--- src/hdl/assert_macros.svh ---
// Assertion macros used by the RTL of the LED pattern sequencer.
// ASSERT_ALWAYS checks a condition at every clock edge out of reset.
// ASSERT_IMPL checks that a condition implies another in the same cycle.
`ifndef ASSERT_MACROS_SVH
`define ASSERT_MACROS_SVH
`ifndef SYNTH
`define ASSERT_ALWAYS(label, clk, rst_n, cond) \
  label: assert property (@(posedge clk) disable iff (!rst_n) (cond)) \
    else $error("assertion failed");
`define ASSERT_IMPL(label, clk, rst_n, ante, cons) \
  label: assert property (@(posedge clk) disable iff (!rst_n) (ante) |-> (cons)) \
    else $error("assertion failed");
`else
`define ASSERT_ALWAYS(label, clk, rst_n, cond)
`define ASSERT_IMPL(label, clk, rst_n, ante, cons)
`endif
`endif

--- src/hdl/lps_pkg.sv ---
// ----------------------------------------------------------------------------
// lps_pkg
// Types and constants of the LED pattern sequencer.
// ----------------------------------------------------------------------------
`timescale 1ns / 1ps
`default_nettype none

package lps_pkg;

  localparam int NUM_LEDS   = 8;
  localparam int PWM_LEVELS = 4;
  localparam int HALF_LEDS  = NUM_LEDS / 2;

  localparam int POS_W  = 3;
  localparam int PWM_W  = 3;
  localparam int MASK_W = 8;
  localparam int CNT_W  = 8;

  localparam logic [MASK_W-1:0] LED_ALL = 8'hFF;
  localparam logic [MASK_W-1:0] LED_OFF = 8'h00;
  localparam logic [CNT_W-1:0]  CNT_MAX = 8'hFF;

  typedef enum logic [1:0] {
    MODE_CHASE   = 2'd0,
    MODE_BOUNCE  = 2'd1,
    MODE_BLINK   = 2'd2,
    MODE_BREATHE = 2'd3
  } mode_e;

  // Register indexes (byte address bit 2)
  localparam logic REG_DEBOUNCE_THRESHOLD = 1'b0;
  localparam logic REG_START_MODE         = 1'b1;

  localparam logic [7:0] THRESHOLD_RESET  = 8'd3;
  localparam mode_e      START_MODE_RESET = MODE_CHASE;

  typedef struct packed {
    logic [POS_W-1:0]  position;
    logic              dir_right;
    mode_e             mode;
    logic [PWM_W-1:0]  pwm;
    logic [CNT_W-1:0]  low_cnt;
    logic              latched;
    logic [MASK_W-1:0] led;
  } state_t;

  localparam state_t STATE_RESET = '{
    position:  '0,
    dir_right: 1'b1,
    mode:      START_MODE_RESET,
    pwm:       '0,
    low_cnt:   '0,
    latched:   1'b0,
    led:       '0
  };

endpackage

`default_nettype wire

--- src/hdl/led_pattern_sequencer.sv ---
// ----------------------------------------------------------------------------
// led_pattern_sequencer
// A result is registered in the output register, or in the skid entry while one waits.
// Throughput: one item per cycle while the skid entry is free; the step logic is a single registered pass.
// Output register plus one skid entry: a second item is taken while a result
// waits; the slave side stalls only when both hold results.
// Reset: asynchronous, active low; registers return to threshold 3, start mode
// chase, and the pattern state to position 0 moving right with all LEDs dark.
// ----------------------------------------------------------------------------
`timescale 1ns / 1ps
`default_nettype none

`include "assert_macros.svh"

module led_pattern_sequencer (
  input  logic        clk_i,
  input  logic        rst_ni,
  // Item stream in
  input  logic        s_axis_tvalid_i,
  output logic        s_axis_tready_o,
  input  logic [7:0]  s_axis_tdata_i,   // [0] tick, [1] button_level, [7:2] zero
  // Result stream out
  output logic        m_axis_tvalid_o,
  input  logic        m_axis_tready_i,
  output logic [15:0] m_axis_tdata_o,   // [7:0] led_mask, [9:8] mode, [15:10] zero
  // Configuration port
  input  logic        psel,
  input  logic        penable,
  input  logic        pwrite,
  input  logic [2:0]  paddr,
  input  logic [31:0] pwdata,
  output logic [31:0] prdata,
  output logic        pready
);

  // Configuration registers
  logic [7:0]      threshold_q;
  lps_pkg::mode_e  start_mode_q;

  // Pattern and debounce state
  lps_pkg::state_t state_q;
  lps_pkg::state_t state_d;
  lps_pkg::state_t step_state;

  // Output register and skid entry
  logic        out_valid_q;
  logic [15:0] out_data_q;
  logic        skid_valid_q;
  logic [15:0] skid_data_q;
  logic [15:0] result;

  logic push;
  logic pop;
  logic cfg_wr;
  logic cfg_wr_mode;

  assign pready = 1'b1;
  assign cfg_wr = psel && penable && pwrite && pready;
  assign cfg_wr_mode = cfg_wr && (paddr[2] == lps_pkg::REG_START_MODE);

  // Register writes; paddr[1:0] is ignored
  always_ff @(posedge clk_i or negedge rst_ni) begin
    if (!rst_ni) begin
      threshold_q  <= lps_pkg::THRESHOLD_RESET;
      start_mode_q <= lps_pkg::START_MODE_RESET;
    end else if (cfg_wr) begin
      case (paddr[2])
        lps_pkg::REG_DEBOUNCE_THRESHOLD: threshold_q  <= pwdata[7:0];
        lps_pkg::REG_START_MODE:         start_mode_q <= lps_pkg::mode_e'(pwdata[1:0]);
        default: ;
      endcase
    end
  end

  always_comb begin
    case (paddr[2])
      lps_pkg::REG_DEBOUNCE_THRESHOLD: prdata = {24'd0, threshold_q};
      lps_pkg::REG_START_MODE:         prdata = {30'd0, start_mode_q};
      default:                         prdata = '0;
    endcase
  end

  // Handshakes: take an item while the skid entry is free
  assign s_axis_tready_o = !skid_valid_q;
  assign push = s_axis_tvalid_i && s_axis_tready_o;
  assign pop  = out_valid_q && m_axis_tready_i;

  lps_step u_step (
    .state_i        (state_q),
    .tick_i         (s_axis_tdata_i[0]),
    .button_level_i (s_axis_tdata_i[1]),
    .threshold_i    (threshold_q),
    .state_o        (step_state)
  );

  assign result = {6'd0, step_state.mode, step_state.led};

  // Advance the state on each transaction; a start mode write loads the mode
  always_comb begin
    state_d = push ? step_state : state_q;
    if (cfg_wr_mode) begin
      state_d.mode = lps_pkg::mode_e'(pwdata[1:0]);
    end
  end

  always_ff @(posedge clk_i or negedge rst_ni) begin
    if (!rst_ni) begin
      state_q <= lps_pkg::STATE_RESET;
    end else begin
      state_q <= state_d;
    end
  end

  // Output register with skid: refill from the skid entry first to keep order
  always_ff @(posedge clk_i or negedge rst_ni) begin
    if (!rst_ni) begin
      out_valid_q  <= 1'b0;
      skid_valid_q <= 1'b0;
    end else if (pop || !out_valid_q) begin
      if (skid_valid_q) begin
        out_valid_q  <= 1'b1;
        skid_valid_q <= push;
      end else begin
        out_valid_q  <= push;
      end
    end else if (push) begin
      skid_valid_q <= 1'b1;
    end
  end

  always_ff @(posedge clk_i) begin
    if (pop || !out_valid_q) begin
      if (skid_valid_q) begin
        out_data_q <= skid_data_q;
        if (push) begin
          skid_data_q <= result;
        end
      end else if (push) begin
        out_data_q <= result;
      end
    end else if (push) begin
      skid_data_q <= result;
    end
  end

  assign m_axis_tvalid_o = out_valid_q;
  assign m_axis_tdata_o  = out_data_q;

  // The skid entry is only ever filled behind a held result
  `ASSERT_IMPL(a_skid_behind_out, clk_i, rst_ni, skid_valid_q, out_valid_q)
  // The PWM sub-phase never leaves its range
  `ASSERT_ALWAYS(a_pwm_range, clk_i, rst_ni,
                 {1'b0, state_q.pwm} < 4'(lps_pkg::PWM_LEVELS))
  // A latched press always has at least one low sample behind it
  `ASSERT_IMPL(a_latch_has_count, clk_i, rst_ni, state_q.latched, state_q.low_cnt != 8'd0)

endmodule

`default_nettype wire

--- src/hdl/lps_step.sv ---
// ----------------------------------------------------------------------------
// lps_step
// Next-state logic for one loop pass: pattern step, LED mask, button debounce.
// ----------------------------------------------------------------------------
`timescale 1ns / 1ps
`default_nettype none

module lps_step (
  input  lps_pkg::state_t state_i,
  input  logic            tick_i,
  input  logic            button_level_i,
  input  logic [7:0]      threshold_i,
  output lps_pkg::state_t state_o
);

  logic [lps_pkg::POS_W:0]    pos_inc;
  logic [lps_pkg::POS_W-1:0]  pos_wrap;
  logic [lps_pkg::PWM_W:0]    pwm_inc;
  logic [lps_pkg::PWM_W-1:0]  pwm_wrap;
  logic [lps_pkg::POS_W-1:0]  pos_new;
  logic                       dir_new;
  logic [lps_pkg::PWM_W-1:0]  pwm_new;
  logic [lps_pkg::POS_W-1:0]  led_idx;
  logic [lps_pkg::POS_W-1:0]  tri_lvl;
  logic [6:0]                 duty_lhs;
  logic [6:0]                 duty_rhs;
  logic [lps_pkg::MASK_W-1:0] mask_new;
  logic [lps_pkg::CNT_W-1:0]  cnt_sat;

  assign pos_inc  = {1'b0, state_i.position} + 4'd1;
  assign pos_wrap = (pos_inc >= 4'(lps_pkg::NUM_LEDS)) ?
                    3'(pos_inc - 4'(lps_pkg::NUM_LEDS)) : 3'(pos_inc);
  assign pwm_inc  = {1'b0, state_i.pwm} + 4'd1;
  assign pwm_wrap = (pwm_inc >= 4'(lps_pkg::PWM_LEVELS)) ?
                    3'(pwm_inc - 4'(lps_pkg::PWM_LEVELS)) : 3'(pwm_inc);

  // Pattern step in the mode held before the button is handled
  always_comb begin
    pos_new = state_i.position;
    dir_new = state_i.dir_right;
    pwm_new = state_i.pwm;
    case (state_i.mode)
      lps_pkg::MODE_CHASE: begin
        pos_new = pos_wrap;
      end
      lps_pkg::MODE_BOUNCE: begin
        if (state_i.dir_right) begin
          if (state_i.position < 3'(lps_pkg::NUM_LEDS - 1)) begin
            pos_new = 3'(pos_inc);
          end else begin
            pos_new = 3'(lps_pkg::NUM_LEDS - 2);
            dir_new = 1'b0;
          end
        end else begin
          if (state_i.position != 3'd0) begin
            pos_new = state_i.position - 3'd1;
          end else begin
            pos_new = 3'd1;
            dir_new = 1'b1;
          end
        end
      end
      lps_pkg::MODE_BLINK: begin
        pos_new = state_i.position ^ 3'd1;
      end
      default: begin
        pos_new = pos_wrap;
        pwm_new = pwm_wrap;
      end
    endcase
  end

  // Mask from the stepped position; breathe compares pwm < tri*LEVELS/half
  // as (pwm + 1) * half <= tri * LEVELS, which needs no divider.
  assign led_idx = ({1'b0, pos_new} >= 4'(lps_pkg::NUM_LEDS)) ?
                   3'({1'b0, pos_new} - 4'(lps_pkg::NUM_LEDS)) : pos_new;

  always_comb begin
    if ({1'b0, pos_new} <= 4'(lps_pkg::HALF_LEDS)) begin
      tri_lvl = pos_new;
    end else if ({1'b0, pos_new} <= 4'(lps_pkg::NUM_LEDS - 1)) begin
      tri_lvl = 3'(lps_pkg::NUM_LEDS - 1) - pos_new;
    end else begin
      tri_lvl = 3'd0;
    end
  end

  assign duty_lhs = 7'({3'b000, pwm_new} + 7'd1) * 7'(lps_pkg::HALF_LEDS);
  assign duty_rhs = {4'b0000, tri_lvl} * 7'(lps_pkg::PWM_LEVELS);

  always_comb begin
    case (state_i.mode)
      lps_pkg::MODE_CHASE,
      lps_pkg::MODE_BOUNCE:  mask_new = lps_pkg::MASK_W'(8'd1 << led_idx);
      lps_pkg::MODE_BLINK:   mask_new = pos_new[0] ? lps_pkg::LED_ALL : lps_pkg::LED_OFF;
      default:               mask_new = (duty_lhs <= duty_rhs) ?
                                        lps_pkg::LED_ALL : lps_pkg::LED_OFF;
    endcase
  end

  assign cnt_sat = (state_i.low_cnt != lps_pkg::CNT_MAX) ?
                   state_i.low_cnt + 8'd1 : state_i.low_cnt;

  always_comb begin
    state_o = state_i;
    if (tick_i) begin
      state_o.position  = pos_new;
      state_o.dir_right = dir_new;
      state_o.pwm       = pwm_new;
      state_o.led       = mask_new;
    end
    if (!button_level_i) begin
      state_o.low_cnt = cnt_sat;
      if ((cnt_sat >= threshold_i) && !state_i.latched) begin
        state_o.mode    = lps_pkg::mode_e'(state_i.mode + 2'd1);
        state_o.latched = 1'b1;
      end
    end else begin
      state_o.low_cnt = '0;
      state_o.latched = 1'b0;
    end
  end

endmodule

`default_nettype wire

--- config.mk ---
export PLATFORM = sky130hd
export DESIGN_NAME = led_pattern_sequencer
export DESIGN_NICKNAME = d
export VERILOG_FILES = /design/src/hdl/lps_pkg.sv /design/src/hdl/led_pattern_sequencer.sv /design/src/hdl/lps_step.sv
export VERILOG_INCLUDE_DIRS = /design/src /design/src/hdl
export SDC_FILE = /design/constraint.sdc
export NUM_CORES = 1
export LEC_CHECK = 0
export BUFFER_PORTS_ARGS = -buffer_cell sky130_fd_sc_hd__buf_2
export CELL_PAD_IN_SITES_DETAIL_PLACEMENT = 1
export CELL_PAD_IN_SITES_GLOBAL_PLACEMENT = 1
export CORE_MARGIN = 10
export CORE_UTILIZATION = 40
export DETAILED_ROUTE_END_ITERATION = 6
export PLACE_DENSITY = 0.89
export SLEW_MARGIN = 15
export SYNTH_ARGS = -nofsm -noshare
export SYNTH_HDL_FRONTEND = slang
export SYNTH_SLANG_ARGS = --single-unit
--- constraint.sdc ---
create_clock -name clk_i -period 4.1 [get_ports clk_i]
set_input_delay 0.615 -clock clk_i [delete_from_list [all_inputs] [get_ports clk_i]]
set_output_delay 0.615 -clock clk_i [all_outputs]
set_load 0.05 [all_outputs]
==> out/results.md, run 1 <==
| Parameter | Reported |
| --- | --- |
| Main area contributors after synthesis | dfrtp_1 24%, edfxtp_1 16%, ha_1 7.4% |
| Launch instance of the worst register-to-register path | state_q[20] |
| Dominant cell type by area after synthesis | dfrtp_1 |
| Clock period minus worst slack | 3.72 ns |
| Unrepaired setup endpoints after global routing | false |
| Post-CTS setup buffer count | 0 |
| Most used DFF post-synth | dfrtp_1 |
| Overflow left after global routing | 0 |
| CP startpoint | state_q[20] |
| Detailed Place HPWL | 6920 um |
| Maximum clock insertion buffer count | 2 |
| Capturing element type of the critical path | flop |
| Final ANT Viol Nets | 0 |
| Worst-skew pair later-pin latency | 0.35 ns |
| Seq/Total Area, Yosys | 0.419 |
| Maximum number of pins on one net before global-route repair | 39 |
| Clock tree from TritonCTS | done |
| Synth top area share | 0.236 |
| Number of different library cells in the post-synthesis netlist | 59 |
| Vias in the first global route | 3194 |
| Buffer type at the clock tree root | clkbuf_8 |
| Leakage dissipation | 1.83 nW |
| Vias post-DR | 2933 |
| Post-detailed-route wirelength per cell | 17.1 um |
| Number of gates given a new drive strength after cts | 0 |
| Final wirelength | 9330 um |
| Maximum operating frequency | 269 MHz |
| Power per Cell Area | 705 nW/um^2 |
| Count of cells along the worst register-to-register path | 13 |
| Diodes inserted | 0 |
| Worst Hold Class | primary input to asynchronous set/reset pin |
| Count of TritonRoute iterations in the first routing pass | 4 |
| Area of the mapped netlist | 3710 sq um |
| DRC violation total after the first TritonRoute iteration | 76 |
| Peak supply drop | 252 uV |
| Num ports | 101 |
| Effective utilization at floorplan | 0.405 |
| Run status | complete, no violations |
| Number of standard cells after synthesis | 395 |
| Capturing point of the worst reg2reg path | m_axis_tdata_o[4] |
| Dpl ws | 0.422 ns |
| Post-route clock period utilization | 0.907 |
| NumNets Final | 502 |
| Clock H-tree levels | 3 |
| Critical Setup Path Class | flop to flop |
| Core Box Area | 9150 sq um |
| Weighted congestion at the end of routability-driven global placement | 0.809 |
| Hold violation total from the final report | 0 |
| Number of antenna violations at the first check in global routing | 0 |
| Internal reg-to-reg setup slack | 0.38 ns |
| Global-route usage over all layers | 0.144 |
| Clock slew seen by the registers of the worst setup and hold paths | 0.07 ns |
| Floorplan die area | 13500 sq um |
| Number of storage elements in the synthesis netlist | 58 |
| Critical path data required time | 4.18 ns |
| Setup tns final | 0 ns |
| Crit path arrival time | 3.80 ns |
| Site row count | 35 |
| Fraction of registers with async set or reset after synthesis | 0.655 |
| Vias per cell | 5.37 |
| Proportion of layout cells with a drive suffix above 1 | 0.191 |
| Slew Limit Headroom | 0.371 |
| Transition at the pin with the smallest max-transition slack | 0.941 ns |
| Average instance area after synthesis | 9.39 sq um |
| # clock sinks | 58 |
| Startpoint types | flop |
| Die X | 116 um |
| Final Skew | 0.00956 ns |
| CTS hold repair buffers | 0 |
| Port buffer count | 37 |
| DRC Markers | 0 |
| Setup ws final | 0.383 ns |
| Die boundary height | 116 um |
| Peak fanout along the critical path | 11 |
| Area added between synthesis and finish | 9.48% |
| Wire length of the first global-routing pass | 15500 um |
| Final number of setup-violating endpoints | 0 |
| Synth warnings | 0 |
| Num CTS Buffers | 9 |
| Maxcap violations | 0 |
| EDFF count, synth | 20 |
| Max-slew violation total from the final report | 0 |
[cell usage after synthesis (5+ instances only)]
cell       n
a31oi_1    7
nor2_1    49
nand4_1    5
a21oi_1   44
inv_1     19
xor2_1     5
o21a_1     9
o21ai_0   16
nand3_1    9
o211ai_1   8
edfxtp_1  20
nand2_1   31
buf_4     33
ha_1      22
clkbuf_1   7
dfrtp_1   35
mux2_2    12
[layout make-up]
| type | instances | area (sq um) |
|---|---|---|
| Inverter | 20 | 75.1 |
| Multi-Input combinational cell | 304 | 1900 |
| Sequential cell | 58 | 1560 |
| Fill cell | 1081 | 5090 |
| Clock buffer | 10 | 128 |
| Tap cell | 111 | 139 |
| Clock inverter | 6 | 81.3 |
| Timing Repair Buffer | 37 | 185 |
[layout by cell type, fill, tap and decap left out, types with 2 or more instances in the layout]
master,Yosys,layout
clkinv_1,1,2
nand4b_1,2,2
buf_2,0,37
a211oi_1,3,3
dfstp_2,3,3
mux2_2,12,12
and3_2,2,2
edfxtp_1,20,20
bufinv_16,0,2
xor2_1,5,5
o211ai_1,8,8
o21ai_0,16,16
a31oi_1,7,7
nand4_1,5,5
clkbuf_8,0,9
nor3_1,2,2
a21oi_1,44,44
ha_1,22,22
conb_1,2,31
dfrtp_1,35,35
or4_1,2,2
nor2_1,49,49
xnor2_1,2,2
nor3b_2,2,2
clkinv_2,0,2
nor2b_1,2,2
o21a_1,9,9
inv_1,19,19
nand2b_1,3,3
a21o_1,3,3
mux2i_1,4,4
nand3_1,9,9
nand2_1,31,31
and3_1,3,3
a21oi_2,2,2
[cells by family (layout without fill, tap and decap cells)]
kind of cell               count (synthesis)  after routing  synth area share
AOI/OAI and AO/OA                        108            108             0.188
xor gates and xnor gates                   7              7            0.0165
adders and majority gates                 22             22            0.0742
buffers and inverters                     62             73            0.0985
DFF                                       58             58             0.419
muxes                                     16             16            0.0472
other                                      2             31           0.00203
and+or+nand+nor                          120            120             0.154
[metal layers]
metal | vias up | wire, um | GRT usage | part of all wire
met4 | 0 | 170 | 0.0525 | 0.018
li1 | 1407 | - | - | -
met2 | 71 | 4880 | 0.262 | 0.52
met5 | - | 0 | 0 | 0
met3 | 17 | 469 | 0.0411 | 0.050
met1 | 1438 | 3810 | 0.154 | 0.41
[flip-flops by register name, indices dropped and copies added (netlist names)]
| signal | flops |
|---|---|
| state_q | 26 |
| m_axis_tdata_o | 10 |
| skid_data_q | 10 |
| threshold_q | 8 |
| start_mode_q | 2 |
| m_axis_tvalid_o | 1 |
| skid_valid_q | 1 |
[how the worst max path moves through the flow]
stage                                   end  slack, ns  cells past startpoint
after detailed placement  m_axis_tdata_o[4]       0.42                     13
after floorplan           m_axis_tdata_o[0]       1.11                     13
after CTS                 m_axis_tdata_o[4]       0.42                     13
after global placement    m_axis_tdata_o[4]       0.56                     13
after global routing      m_axis_tdata_o[4]       0.12                     13
final                     m_axis_tdata_o[4]       0.38                     13
[per-stage QoR]
step	std cells	area, sq um	util	hold WS [ns]	total power [mW]
finish	546	4060	0.444	0.385	2.86
detailed placement	530	3850	0.421	0.470	2.28
global placement	530	3850	0.421	0.465	2.18
CTS	546	4060	0.444	0.408	2.88
floorplan	424	3820	-	0.319	1.98
global route	546	4060	0.444	0.447	3.07
[where the power goes]
group / total [mW] / switching [mW] / internal (mW)
Sequential: 0.923 / 0.132 / 0.791
Combinational: 1.36 / 0.889 / 0.468
Clock: 0.582 / 0.244 / 0.338
Total: 2.86 / 1.27 / 1.60
[critical path, cell delays in order, from the launching register on]
cell and delay [ns]:
dfrtp_1 0.44, inv_1 0.11, ha_1 0.52, inv_1 0.17, a21boi_0 0.31, a21oi_1 0.20
a211oi_1 0.29, a21oi_1 0.08, ha_1 0.30, nor2b_1 0.14, o21a_1 0.12, o211ai_1 0.17
a21oi_2 0.43, a21oi_1 0.16
Power figures use the tool's default switching activity.
==> run 2: changes to the inputs <==
==> constraint.sdc (replaced) <==
create_clock -name clk_i -period 4.1 [get_ports clk_i]
set_input_delay 0.205 -clock clk_i [delete_from_list [all_inputs] [get_ports clk_i]]
set_output_delay 0.205 -clock clk_i [all_outputs]
set_load 0.05 [all_outputs]
==> out/results.md, run 2 (synthesized netlist as in run 1, its figures left out) <==
| Parameter | Reported |
| --- | --- |
| Run status | complete, no violations |
| Post-route clock period utilization | 0.927 |
| Final wirelength | 9510 um |
| Post-detailed-route wirelength per cell | 17.4 um |
| Maximum clock insertion buffer count | 2 |
| Clock period minus worst slack | 3.80 ns |
| Clock slew seen by the registers of the worst setup and hold paths | 0.07 ns |
| Setup tns final | 0 ns |
| Max stage delay on crit path | 0.54 ns |
| Final Core Density | 0.445 |
| Critical path's top delay family | compound AO/OA/AOI/OAI gates |
| CP max-delay cell | ha_1 |
| Detailed Place HPWL | 7030 um |
| Diodes inserted | 0 |
| Met1 Use GR | 0.153 |
| Vias per cell | 5.47 |
| Leakage dissipation | 1.84 nW |
| Floorplan die area | 13500 sq um |
| Launch instance of the worst register-to-register path | state_q[20] |
| Max FFs per register | 26 |
| Crit path arrival time | 3.89 ns |
| CP startpoint | state_q[20] |
| Number of gates given a new drive strength after cts | 0 |
| Overflow left after global routing | 0 |
| Most common cell after layout, fill and taps aside | nor2_1 |
| Vias post-DR | 2990 |
| Clock tree from TritonCTS | done |
| Buffer type at the clock tree root | clkbuf_8 |
| Port buffer count | 37 |
| Core Box Area | 9150 sq um |
| Count of TritonRoute iterations in the first routing pass | 4 |
| Critical Setup Path Class | flop to flop |
| Num CTS Buffers | 9 |
| Capturing element type of the critical path | flop |
| Proportion of layout cells with a drive suffix above 1 | 0.190 |
| Critical path data required time | 4.18 ns |
| Weighted congestion at the end of routability-driven global placement | 0.810 |
| Final ANT Viol Nets | 0 |
| Maximum number of pins on one net before global-route repair | 39 |
| Worst Min Path Start | pwdata[5] |
| Slew Limit Headroom | 0.394 |
| DRC violation total after the first TritonRoute iteration | 87 |
| Maximum operating frequency | 263 MHz |
| Number of antenna violations at the first check in global routing | 0 |
| Wire length of the first global-routing pass | 15600 um |
| Buf/Inv on CP | 1 |
| M2 GR Usage | 0.269 |
| Power per Cell Area | 705 nW/um^2 |
| NumNets Final | 503 |
| Die boundary height | 116 um |
| # clock sinks | 58 |
| CTS hold repair buffers | 1 |
| Effective utilization at floorplan | 0.405 |
| Dpl ws | 0.392 ns |
| Cell-by-cell listing of the critical path | inv_1 > ha_1 > or2b_1 > a21boi_0 > a21o_2 > nor2_1 > a21oi_1 > ha_1 > nor2b_1 > o21a_1 > o211ai_1 > a21oi_2 > a21oi_1 |
| Die X | 116 um |
| Post-CTS setup buffer count | 0 |
| Leading cell types in the layout, fill and taps excluded | 49 x nor2_1, 44 x a21oi_1, 37 x buf_2, 35 x dfrtp_1 |
| DRC Markers | 0 |
| Worst Hold Class | primary input to flop |
| Peak fanout along the critical path | 11 |
| Clock H-tree levels | 3 |
| Site row count | 35 |
| Final Skew | 0.00765 ns |
| Unrepaired setup endpoints after global routing | false |
| Worst-skew pair later-pin latency | 0.36 ns |
| Fill cell count | 1093 |
| Area added between synthesis and finish | 9.75% |
| Startpoint types | flop |
| Met3 demand-to-capacity share in global routing | 0.0360 |
| Setup ws final | 0.298 ns |
| Hold violation total from the final report | 0 |
| Most congested layer reported by global routing | met2 |
| Flip-flop and latch area | 1560 sq um |
| Multi-input logic area | 1900 sq um |
| Num ports | 101 |
| Global-route usage over all layers | 0.144 |
| Peak supply drop | 284 uV |
| Transition at the pin with the smallest max-transition slack | 0.906 ns |
| Vias in the first global route | 3234 |
| Maxcap violations | 0 |
| Final number of setup-violating endpoints | 0 |
| Max-slew violation total from the final report | 0 |
| Register with the highest flop count | state_q |
==> run 2: changes by cell type in the layout (fill, tap and decap cells not counted), sizes merged <==
cell	change
dlygate4sd3	+1
==> run 2: routing by layer <==
metal,up-vias,share of wire
met5,-,0
met3,20,0.045
met2,83,0.53
met1,1471,0.40
li1,1416,-
met4,0,0.020
==> run 2: path summary, 6_finish.rpt <==
path,cells after the start,slack [ns],to
max reg2reg,13,0.30,m_axis_tdata_o[4]
min,2,0.08,threshold_q[5]
min in group asynchronous,2,0.53,state_q[13]
max,13,0.30,m_axis_tdata_o[4]
min reg2reg,2,0.50,start_mode_q[1]
max in group asynchronous,2,3.02,state_q[18]
==> run 2: final cells by class <==
type                            instances  share of cell area
Clock buffer                           10              0.0314
Multi-Input combinational cell        304               0.466
Timing Repair Buffer                   38              0.0480
Tap cell                              111              0.0341
Sequential cell                        58               0.382
Clock inverter                          6              0.0200
Inverter                               20              0.0184
==> run 2: worst reg2reg max path: stages, from the launching register on <==
cell	delay [ns]
dfrtp_1	0.45
inv_1	0.12
ha_1	0.54
or2b_1	0.28
a21boi_0	0.15
a21o_2	0.28
nor2_1	0.23
a21oi_1	0.13
ha_1	0.31
nor2b_1	0.14
o21a_1	0.13
o211ai_1	0.17
a21oi_2	0.44
a21oi_1	0.17
==> run 2: where the power goes <==
part           internal [mW]  switching [mW]
Sequential             0.791           0.127
Clock                  0.338           0.247
Combinational          0.468           0.898
Total                   1.60            1.27
==> run 2: metrics by stage <==
stage	cells	hold slack (ns)	power [mW]	cell area [sq um]
final	547	0.0816	2.87	4070
after global routing	547	0.0913	3.06	4070
after CTS	547	0.0740	2.88	4070
after detailed placement	530	0.385	2.28	3850
after global placement	530	0.364	2.18	3850
after floorplan	424	-0.0906	1.98	3820
==> run 3: changes to the inputs <==
--- a/config.mk
+++ b/config.mk
@@ -13,6 +13,7 @@
 export CORE_UTILIZATION = 40
 export DETAILED_ROUTE_END_ITERATION = 6
 export PLACE_DENSITY = 0.89
+export RECOVER_POWER = 50
 export SLEW_MARGIN = 15
 export SYNTH_ARGS = -nofsm -noshare
 export SYNTH_HDL_FRONTEND = slang
==> out/results.md, run 3 (synthesized netlist as in run 1, its figures left out) <==
| Parameter | Reported |
| --- | --- |
| Max FFs per register | 26 |
| Weighted congestion at the end of routability-driven global placement | 0.810 |
| Worst Hold Class | primary input to flop |
| Final ANT Viol Nets | 0 |
| DRC Markers | 0 |
| Number of antenna violations at the first check in global routing | 0 |
| NumNets Final | 503 |
| Critical Setup Path Class | flop to flop |
| Relative contribution of combinational cells to total power | 0.474 |
| Port buffer count | 37 |
| Final number of setup-violating endpoints | 0 |
| Transition at the pin with the smallest max-transition slack | 2.19 ns |
| Detailed Place HPWL | 7030 um |
| Run status | complete, but fails checks |
| Core Box Area | 9150 sq um |
| Critical path data required time | 4.19 ns |
| Post-route clock period utilization | 0.925 |
| Number of gates given a new drive strength after cts | 0 |
| Hold violation total from the final report | 0 |
| Capturing element type of the critical path | flop |
| Portion of total power attributed to sequential cells | 0.321 |
| Effective utilization at floorplan | 0.405 |
| Peak supply drop | 280 uV |
| Worst Hold Slack | 0.0786 ns |
| DRC violation total after the first TritonRoute iteration | 95 |
| Clock period minus worst slack | 3.79 ns |
| Vias post-DR | 3001 |
| Overflow left after global routing | 0 |
| Max-slew violation total from the final report | 39 |
| Maxcap violations | 1 |
| Maximum operating frequency | 264 MHz |
| Clock H-tree levels | 3 |
| Final wirelength | 9570 um |
| Die X | 116 um |
| Leading cell types in the layout, fill and taps excluded | 49 x nor2_1, 44 x a21oi_1, 35 x dfrtp_1, 31 x nand2_1, 31 x conb_1 |
| Floorplan die area | 13500 sq um |
| Slew Limit Headroom | -0.458 |
| Num ports | 101 |
| Buffer type at the clock tree root | clkbuf_8 |
| # clock sinks | 58 |
| Power per Cell Area | 707 nW/um^2 |
| Startpoint types | flop |
| Register with the highest flop count | state_q |
| Vias in the first global route | 3234 |
| Final cell area excluding filler cells | 4050 sq um |
| Setup tns final | 0 ns |
| Violations in the final reports | max-capacitance violations, max-slew violations |
| Global-route usage over all layers | 0.144 |
| Overall power consumption | 2.86 mW |
| Proportion of layout cells with a drive suffix above 1 | 0.147 |
| Post-detailed-route wirelength per cell | 17.5 um |
| Area added between synthesis and finish | 9.11% |
| Post-Place Cell Area | 3850 sq um |
| Final Skew | 0.00672 ns |
| Vias per cell | 5.49 |
| Switch share | 0.445 |
| Unrepaired setup endpoints after global routing | false |
| Count of TritonRoute iterations in the first routing pass | 4 |
| Site row count | 35 |
| Leakage dissipation | 1.78 nW |
| Crit path arrival time | 3.88 ns |
| Die boundary height | 116 um |
| Diodes inserted | 0 |
| Clock slew seen by the registers of the worst setup and hold paths | 0.07 ns |
| Maximum number of pins on one net before global-route repair | 39 |
| Maximum clock insertion buffer count | 2 |
| Most common cell after layout, fill and taps aside | nor2_1 |
| Clock tree from TritonCTS | done |
| Wire length of the first global-routing pass | 15600 um |
| Int Power | 1.59 mW |
| Post-CTS setup buffer count | 0 |
| Final Core Density | 0.442 |
| Relative contribution of the clock network to total power | 0.205 |
| Switch Pwr | 1.27 mW |
| Peak fanout along the critical path | 11 |
| Worst-skew pair later-pin latency | 0.36 ns |
| Num CTS Buffers | 9 |
run 3: cell count changes in the layout (fill, tap and decap cells not counted), sizes merged:
cell    previous run  this run
buf               37        18
clkbuf            10        29
run 3: power groups by stage:
stage               clock network, mW  registers (mW)  logic, mW
floorplan                           0           0.975       1.01
global placement                    0           0.912       1.27
detailed placement                  0           0.927       1.35
CTS                             0.595           0.918       1.37
global route                    0.613           0.946       1.50
finish                          0.586           0.920       1.36
run 3: repair_timing:
item / CTS / global route
hold buffers: 1 / 0
hold endpoints to repair: 2 / 0
endpoints found under the setup margin: 0 / 0
run 3: per-stage QoR:
stage,std cells,worst slack (ns)
6_report,547,0.307
5_1_grt,547,0.0192
4_1_cts,547,0.323
3_5_place_dp,530,0.392
3_3_place_gp,530,0.560
2_1_floorplan,424,1.11
run 3: worst paths after layout:
| check | from | endpoint | slack [ns] | cells past startpoint |
|---|---|---|---|---|
| setup reg to reg | state_q[20] | m_axis_tdata_o[4] | 0.31 | 13 |
| hold / removal | pwdata[5] | threshold_q[5] | 0.08 | 2 |
| max in group asynchronous | rst_ni | state_q[18] | 1.81 | 2 |
| min in group asynchronous | rst_ni | state_q[13] | 1.04 | 2 |
| setup / recovery | state_q[20] | m_axis_tdata_o[4] | 0.31 | 13 |
| hold reg to reg | start_mode_q[1] | start_mode_q[1] | 0.50 | 2 |
run 3: critical path, cell delays in order, from the launching register on:
cell      delay [ns]
dfrtp_1         0.45
inv_1           0.12
ha_1            0.53
or2b_1          0.28
a21boi_0        0.15
a21o_2          0.28
nor2_1          0.24
a21oi_1         0.13
ha_1            0.31
nor2b_1         0.14
o21a_1          0.13
o211ai_1        0.17
a21oi_2         0.42
a21oi_1         0.17
run 3: layout make-up:
| type | count | area (sq um) |
|---|---|---|
| clock buffers | 10 | 128 |
| multi-input cells | 304 | 1900 |
| inverters | 20 | 75.1 |
| clock inverters | 6 | 81.3 |
| repair buffers | 38 | 171 |
| fillers | 1098 | 5110 |
| flip-flops and latches | 58 | 1560 |
| well taps | 111 | 139 |
run 3: layer usage:
layer  vias to the layer above  global-route usage  wire length, um
met3                        22              0.0360              449
met4                         0              0.0467              205
li1                       1418                   -                -
met5                         -                   0                0
met1                      1485               0.153             3800
met2                        76               0.269             5110
